--- src/sv/bdtsp_pkg.sv ---
// ----------------------------------------------------------------------------
// bdtsp_pkg
// Shared types and constants of the bitmask tour solver.
// ----------------------------------------------------------------------------
package bdtsp_pkg;

    localparam int COST_W = 32;
    localparam logic [COST_W-1:0] COST_ALL_ONES = '1;

    typedef enum logic [3:0] {
        S_IDLE,
        S_INIT,
        S_ECHK,
        S_ADV,
        S_PAIR,
        S_DRAIN,
        S_WRITE,
        S_CLOSE,
        S_CDRAIN,
        S_CEND,
        S_BACK,
        S_BWAIT,
        S_EMIT,
        S_FAIL
    } state_t;

    typedef struct packed {
        logic              take;
        logic [COST_W-1:0] cand;
    } eval_t;

endpackage

--- src/sv/bdtsp_eval.sv ---
// ----------------------------------------------------------------------------
// bdtsp_eval
// Candidate path cost with saturation, and strict-minimum test against the
// best candidate held so far.
// ----------------------------------------------------------------------------
module bdtsp_eval #(
    parameter int DISTANCE_BITS = 24
) (
    input  logic [bdtsp_pkg::COST_W-1:0] base_cost,
    input  logic                         base_reached,
    input  logic                         base_start,
    input  logic [DISTANCE_BITS-1:0]     hop_len,
    input  logic                         best_reached,
    input  logic [bdtsp_pkg::COST_W-1:0] best_cost,
    output bdtsp_pkg::eval_t             result
);
    import bdtsp_pkg::*;

    logic [COST_W:0]   sum;
    logic [COST_W-1:0] cand;
    logic              reach;

    assign sum   = {1'b0, base_cost} + (COST_W+1)'(hop_len);
    assign cand  = base_start ? COST_W'(hop_len)
                 : (sum[COST_W] ? COST_ALL_ONES : sum[COST_W-1:0]);
    assign reach = base_start | base_reached;

    assign result.cand = cand;
    assign result.take = reach && (!best_reached || (cand < best_cost));

endmodule

--- config.mk ---
export PLATFORM = sky130hd
export DESIGN_NAME = bdtsp_eval
export DESIGN_NICKNAME = d
export VERILOG_FILES = /design/src/sv/bdtsp_pkg.sv /design/src/sv/bdtsp_eval.sv
export SDC_FILE = /design/constraint.sdc
export NUM_CORES = 1
export LEC_CHECK = 0
export BUFFER_PORTS_ARGS = -buffer_cell sky130_fd_sc_hd__buf_2
export CORE_MARGIN = 8
export CORE_UTILIZATION = 50
export DETAILED_ROUTE_END_ITERATION = 16
export PLACE_DENSITY = 0.87
export SLEW_MARGIN = 0
export SYNTH_ARGS = -nofsm -noshare
export SYNTH_HDL_FRONTEND = slang
export SYNTH_SLANG_ARGS = --single-unit
--- constraint.sdc ---
create_clock -name vclk -period 7.7
set_input_delay 1.54 -clock vclk [all_inputs]
set_output_delay 1.54 -clock vclk [all_outputs]
set_load 0.01 [all_outputs]
==> metrics, run 1 <==
cell type with the largest total area after synthesis sky130_fd_sc_hd__ha_1; hold-critical path endpoint result[0]; crit share post-route 0.934; post-detailed-routing wire length 8.71 mm; placer's final routability congestion estimate 0.918; synthesized instance count 410; most used cells in the layout excluding fill and tap cells sky130_fd_sc_hd__buf_2 (124), sky130_fd_sc_hd__ha_1 (55), sky130_fd_sc_hd__a21oi_1 (48), sky130_fd_sc_hd__inv_1 (47); result of the run complete, no violations; initial antenna violation count 0; via count of the first global-routing pass 3329; number of warnings printed during yosys synthesis 0; # hold bufs at CTS 0; dominant combinational cell family by area after synthesis compound AO/OA/AOI/OAI gates; ratio of cells with drive above 1 in the final layout 0.263; Fin Hold WS 3440 ps; hold violation count in the final report 0; mean cell area of the mapped netlist 6.70 sq um; clock period minus worst slack 7190 ps; first-pass GRT wire length 14.5 mm; Vias per Instance 5.63; max-slew violation count 0; Total Negative Setup Slacks 0 ps; worst endpoint data arrival time 5650 ps; number of fill cells in the layout 498; cell leakage power 0.00199 uW; cell count of the worst hold path 4; MaxCap Viol Count 0; post-CTS setup buffer count 0; share of synthesized cell area in full adder, half adder and majority cells 0.258; pin count of the biggest net entering global routing 32; area of placed instances 0.00343 sq mm; number of DRC violations after detailed routing 0; Post-Place Cells 596; worst supply voltage drop on vdd 44.2 uV; sequential cell area 0 sq um; Hold Startpoint hop_len[0]; most common cell after layout, fill and taps aside sky130_fd_sc_hd__buf_2; DRT Pass-1 Iters 4; area of the placeable core 0.00541 sq mm; number of setup violations in the final report 0; clkbuf count 0; synthesized area 0.00275 sq mm; type of the tightest min-delay check input port to primary output; required arrival time at the worst endpoint 6160 ps; Std-Cell Rows 27; CP endpoint kind primary output; Final nets 673; Layout Cell Area excl Fill 0.00343 sq mm; CP Class input port to primary output; final routed wire length divided by cell count 14.6 um; CTS-repair resized insts 0; Achievable Freq 0.139 GHz; final core utilization 0.634; actual slew at the worst max-slew pin 573 ps; die area 0.00812 sq mm; synthesized-area fraction occupied by and/or/nand/nor cells 0.259; Yosys top cell area share 0.250; Via Count 3357; effective utilization at floorplan 0.508; HPWL after DPL 7.56 mm; Die Ht 90.1 um; setup repair after global routing missed its margin false; number of library cell types mapped by synthesis 54; remaining max-slew budget at the tightest pin 0.608; number of antenna cells inserted 0; remaining antenna violation count after routing 0; Port Buffers 124; total congestion overflow 0; number of ports placed on the die boundary 124; xor/xnor share of the synthesized area 0.0542; total routing usage reported by global routing 0.197; multiplexer share of the synthesized area 0.00729; post-synthesis sequential area ratio 0; final standard cell count with taps included and fillers excluded 596; Compound-Gate Fraction of Synth Area 0.333; die width 90.1 um; total power divided by cell area 81.2 mW/mm^2; nets in the synthesized netlist 557; starting DRC count in detailed routing 201; area added between synthesis and finish 24.7%; startpoint class of the critical path input port; count of sequential standard cells 0; maximum fanout along the worst path 17; top post-synthesis cells by area sky130_fd_sc_hd__ha_1 (25%), sky130_fd_sc_hd__a21oi_1 (8.7%), sky130_fd_sc_hd__a21o_1 (8.2%)
[metal layers]
layer / vias to the layer above / share of wire / GRT usage
li1: 1712 / - / -
met1: 1535 / 0.45 / 0.242
met2: 98 / 0.50 / 0.356
met3: 12 / 0.042 / 0.0233
met4: 0 / 0.015 / 0.0402
met5: - / 0 / 0
[report_power, final]
group / total [uW] / switching (uW) / leakage, uW / internal, uW
logic: 278 / 155 / 0.00199 / 124
clock network: 0 / 0 / 0 / 0
registers: 0 / 0 / 0 / 0
[worst max-delay path by stage]
stage / slack [ps] / end / startpoint / depth (start not counted)
final: 510 / result[32] / base_cost[0] / 20
after global routing: 200 / result[32] / base_cost[0] / 20
after CTS: 470 / result[32] / base_cost[0] / 20
after detailed placement: 490 / result[32] / base_cost[0] / 20
after global placement: 630 / result[32] / base_cost[0] / 20
after floorplan: 1040 / result[32] / base_cost[0] / 18
[stage by stage]
stage          total power [uW]  setup WS [ps]
2_1_floorplan               188           1040
3_3_place_gp                265            633
3_5_place_dp                275            493
4_1_cts                     277            466
5_1_grt                     310            204
6_report                    278            506
[worst max-delay path: stages]
cell and delay, ps:
sky130_fd_sc_hd__buf_2 100, sky130_fd_sc_hd__ha_1 230, sky130_fd_sc_hd__fa_1 430, sky130_fd_sc_hd__a211oi_1 230, sky130_fd_sc_hd__o21ai_1 150, sky130_fd_sc_hd__and3_1 220, sky130_fd_sc_hd__o211ai_2 210, sky130_fd_sc_hd__a21oi_2 90
sky130_fd_sc_hd__buf_4 220, sky130_fd_sc_hd__nor3_1 180, sky130_fd_sc_hd__a21oi_1 80, sky130_fd_sc_hd__ha_1 320, sky130_fd_sc_hd__a21o_1 170, sky130_fd_sc_hd__a21o_1 170, sky130_fd_sc_hd__a21oi_1 130, sky130_fd_sc_hd__o21ai_0 140
sky130_fd_sc_hd__and2_1 180, sky130_fd_sc_hd__a2111oi_0 550, sky130_fd_sc_hd__o31a_1 180, sky130_fd_sc_hd__buf_2 130
[area by class of cell]
type,count,area (sq um),share of cell area
inverter,47,176,0.0515
timing repair buffer,129,658,0.192
multi-input combinational,348,2500,0.730
tap,72,90.1,0.0263
[cell families after synthesis]
group / after synthesis
AOI/OAI and AO/OA: 138
xor gates and xnor gates: 17
adders and majority gates: 56
buffers and inverters: 62
muxes: 2
and+or+nand+nor: 135
[synthesized netlist by cell type, types with 8 or more instances]
| master | instances |
|---|---|
| sky130_fd_sc_hd__a211oi_1 | 9 |
| sky130_fd_sc_hd__a21o_1 | 30 |
| sky130_fd_sc_hd__a21oi_1 | 48 |
| sky130_fd_sc_hd__ha_1 | 55 |
| sky130_fd_sc_hd__inv_1 | 47 |
| sky130_fd_sc_hd__nand2_1 | 27 |
| sky130_fd_sc_hd__nand4_1 | 8 |
| sky130_fd_sc_hd__nor2_1 | 30 |
| sky130_fd_sc_hd__nor2b_1 | 14 |
| sky130_fd_sc_hd__nor3_1 | 18 |
| sky130_fd_sc_hd__o21ai_0 | 10 |
| sky130_fd_sc_hd__o21ai_1 | 10 |
| sky130_fd_sc_hd__xnor2_1 | 9 |
| sky130_fd_sc_hd__xor2_1 | 8 |
Power figures use the tool's default switching activity.
==> run 2, diff against run 1 <==
--- a/config.mk
+++ b/config.mk
@@ -10,6 +10,7 @@
 export CORE_UTILIZATION = 50
 export DETAILED_ROUTE_END_ITERATION = 16
 export PLACE_DENSITY = 0.87
+export RECOVER_POWER = 100
 export SLEW_MARGIN = 0
 export SYNTH_ARGS = -nofsm -noshare
 export SYNTH_HDL_FRONTEND = slang
==> run 2 against run 1 <==
Compared with the run above:
- worst setup slack got worse by 180 ps
- via count increased by 0.69%
- global-route usage unchanged
- die area unchanged
- critical path depth unchanged
- sequential share of layout area unchanged
- critical path type unchanged
- largest cell class unchanged
==> metrics, run 2 (synthesis results as in run 1) <==
required arrival time at the worst endpoint 6160 ps (about the same); ratio of cells with drive above 1 in the final layout 0.212 (was 0.263); crit path capture result[32] (unchanged); total power divided by cell area 80.8 mW/mm^2 (was 81.2 mW/mm^2); CP Class input port to primary output (unchanged); total congestion overflow 0 (unchanged); Total Negative Setup Slacks 0 ps (unchanged); Port Buffers 124 (unchanged); number of setup violations in the final report 0 (unchanged); post-detailed-routing wire length 8.71 mm (about the same); Via Count 3380 (was 3357); crit share post-route 0.958 (was 0.934); max-slew violation count 0 (unchanged); setup repair after global routing missed its margin false (unchanged); launching instance or port of the critical path base_cost[0] (unchanged); peak per-stage delay on the critical path 550 ps (about the same); area added between synthesis and finish 22.7% (was 24.7%); count of sequential standard cells 0 (unchanged); worst supply voltage drop on vdd 42.3 uV (was 44.2 uV); actual slew at the worst max-slew pin 805 ps (was 573 ps); die area 0.00812 sq mm (unchanged); placer's final routability congestion estimate 0.918 (unchanged); number of fill cells in the layout 522 (was 498); Hold Startpoint hop_len[0] (unchanged); Die Ht 90.1 um (unchanged); most used cells in the layout excluding fill and tap cells sky130_fd_sc_hd__buf_2 (100), sky130_fd_sc_hd__ha_1 (55), sky130_fd_sc_hd__a21oi_1 (48), sky130_fd_sc_hd__inv_1 (47) (was sky130_fd_sc_hd__buf_2 (124), sky130_fd_sc_hd__ha_1 (55), sky130_fd_sc_hd__a21oi_1 (48), sky130_fd_sc_hd__inv_1 (47)); MaxCap Viol Count 0 (unchanged); number of DRC violations after detailed routing 0 (unchanged); critical path's most frequent cell sky130_fd_sc_hd__a21o_1; effective utilization at floorplan 0.508 (unchanged); remaining max-slew budget at the tightest pin 0.449 (was 0.608); cell leakage power 0.00191 uW (was 0.00199 uW); starting DRC count in detailed routing 162 (was 201); HPWL after DPL 7.56 mm (unchanged); die width 90.1 um (unchanged); clkbuf count 0 (unchanged); post-CTS setup buffer count 0 (unchanged); number of antenna cells inserted 0 (unchanged); result of the run complete, no violations (unchanged); startpoint class of the critical path input port (unchanged); maximum fanout along the worst path 6 (was 17); slowest library cell on the worst path sky130_fd_sc_hd__a2111oi_0 (unchanged); pin count of the biggest net entering global routing 32 (unchanged); initial antenna violation count 0 (unchanged); # hold bufs at CTS 0 (unchanged); Final nets 673 (unchanged); most common cell after layout, fill and taps aside sky130_fd_sc_hd__buf_2 (unchanged); critical-path cell list buf_2 -> ha_1 -> fa_1 -> a211oi_1 -> o21ai_0 -> and3_1 -> o211ai_2 -> a21oi_2 -> nor2_1 -> clkbuf_1 -> a21oi_1 -> ha_1 -> a21o_1 -> a21o_1 -> a21o_1 -> a21o_1 -> a21o_1 -> a2111oi_0 -> o31a_1 -> buf_2 (was buf_2 -> ha_1 -> fa_1 -> a211oi_1 -> o21ai_1 -> and3_1 -> o211ai_2 -> a21oi_2 -> buf_4 -> nor3_1 -> a21oi_1 -> ha_1 -> a21o_1 -> a21o_1 -> a21oi_1 -> o21ai_0 -> and2_1 -> a2111oi_0 -> o31a_1 -> buf_2); Vias per Instance 5.67 (was 5.63); hold violation count in the final report 0 (unchanged); area of the placeable core 0.00541 sq mm (unchanged); worst endpoint data arrival time 5830 ps (was 5650 ps); DRT Pass-1 Iters 5 (was 4); first-pass GRT wire length 14.5 mm (unchanged); clock period minus worst slack 7370 ps (was 7190 ps); remaining antenna violation count after routing 0 (unchanged); CP endpoint kind primary output (unchanged); type of the tightest min-delay check input port to primary output (unchanged); total routing usage reported by global routing 0.197 (unchanged); sequential cell area 0 sq um (unchanged); Achievable Freq 0.136 GHz (was 0.139 GHz); number of ports placed on the die boundary 124 (unchanged); Std-Cell Rows 27 (unchanged); final routed wire length divided by cell count 14.6 um (about the same); via count of the first global-routing pass 3329 (unchanged); Final Power 272 uW (was 278 uW); cell count of the worst hold path 4 (unchanged); CTS-repair resized insts 0 (unchanged)
run 2: changes by cell type in the layout (fill, tap and decap cells not counted):
cell / change
sky130_fd_sc_hd__buf_2: -24
sky130_fd_sc_hd__a2111oi_4: -1
sky130_fd_sc_hd__o21ai_0: +2
sky130_fd_sc_hd__clkbuf_1: +26
sky130_fd_sc_hd__o21ai_1: -2
sky130_fd_sc_hd__buf_4: -2
sky130_fd_sc_hd__a2111oi_0: +1
run 2: worst max-delay path, delay by kind of cell:
kind | cells | cell delay [ps]
AO/OA/AOI/OAI | 12 | 2430
AND/OR/NAND/NOR | 2 | 370
adder cells (fa/ha/maj) | 3 | 980
buffers and inverters | 3 | 520
run 2: area by class of cell:
cell class | instances | area, sq um | area share
multi-input combinational | 348 | 2480 | 0.737
timing repair buffer | 129 | 621 | 0.184
tap | 72 | 90.1 | 0.0267
inverter | 47 | 176 | 0.0523
run 2: worst min path at each step:
stage                            end  slack [ps]
after global placement     result[0]        3410
after floorplan           result[25]        3210
after global routing       result[0]        3470
final                      result[0]        3430
after detailed placement   result[0]        3430
after CTS                  result[0]        3430
run 2: metal layers:
layer,routed length [um],track usage,vias up,share of wire
li1,-,-,1714,-
met5,0,0,-,0
met2,4350,0.356,105,0.50
met3,392,0.0233,10,0.045
met1,3860,0.242,1551,0.44
met4,105,0.0402,0,0.012
run 2: stage by stage:
stage | setup WS, ps | hold slack, ps | cells | cell area (sq um) | utilization
2_1_floorplan | 1040 | 3210 | 410 | 2750 | -
5_1_grt | 108 | 3470 | 596 | 3370 | 0.624
3_5_place_dp | 493 | 3430 | 596 | 3430 | 0.634
6_report | 325 | 3430 | 596 | 3370 | 0.624
4_1_cts | 466 | 3430 | 596 | 3430 | 0.634
3_3_place_gp | 633 | 3410 | 596 | 3430 | 0.634
run 2: power breakdown:
| part | switching, uW | internal (uW) | leakage, uW | total, uW |
|---|---|---|---|---|
| clock | 0 | 0 | 0 | 0 |
| sequential | 0 | 0 | 0 | 0 |
| combinational | 154 | 119 | 0.00191 | 272 |
| total | 154 | 119 | 0.00191 | 272 |
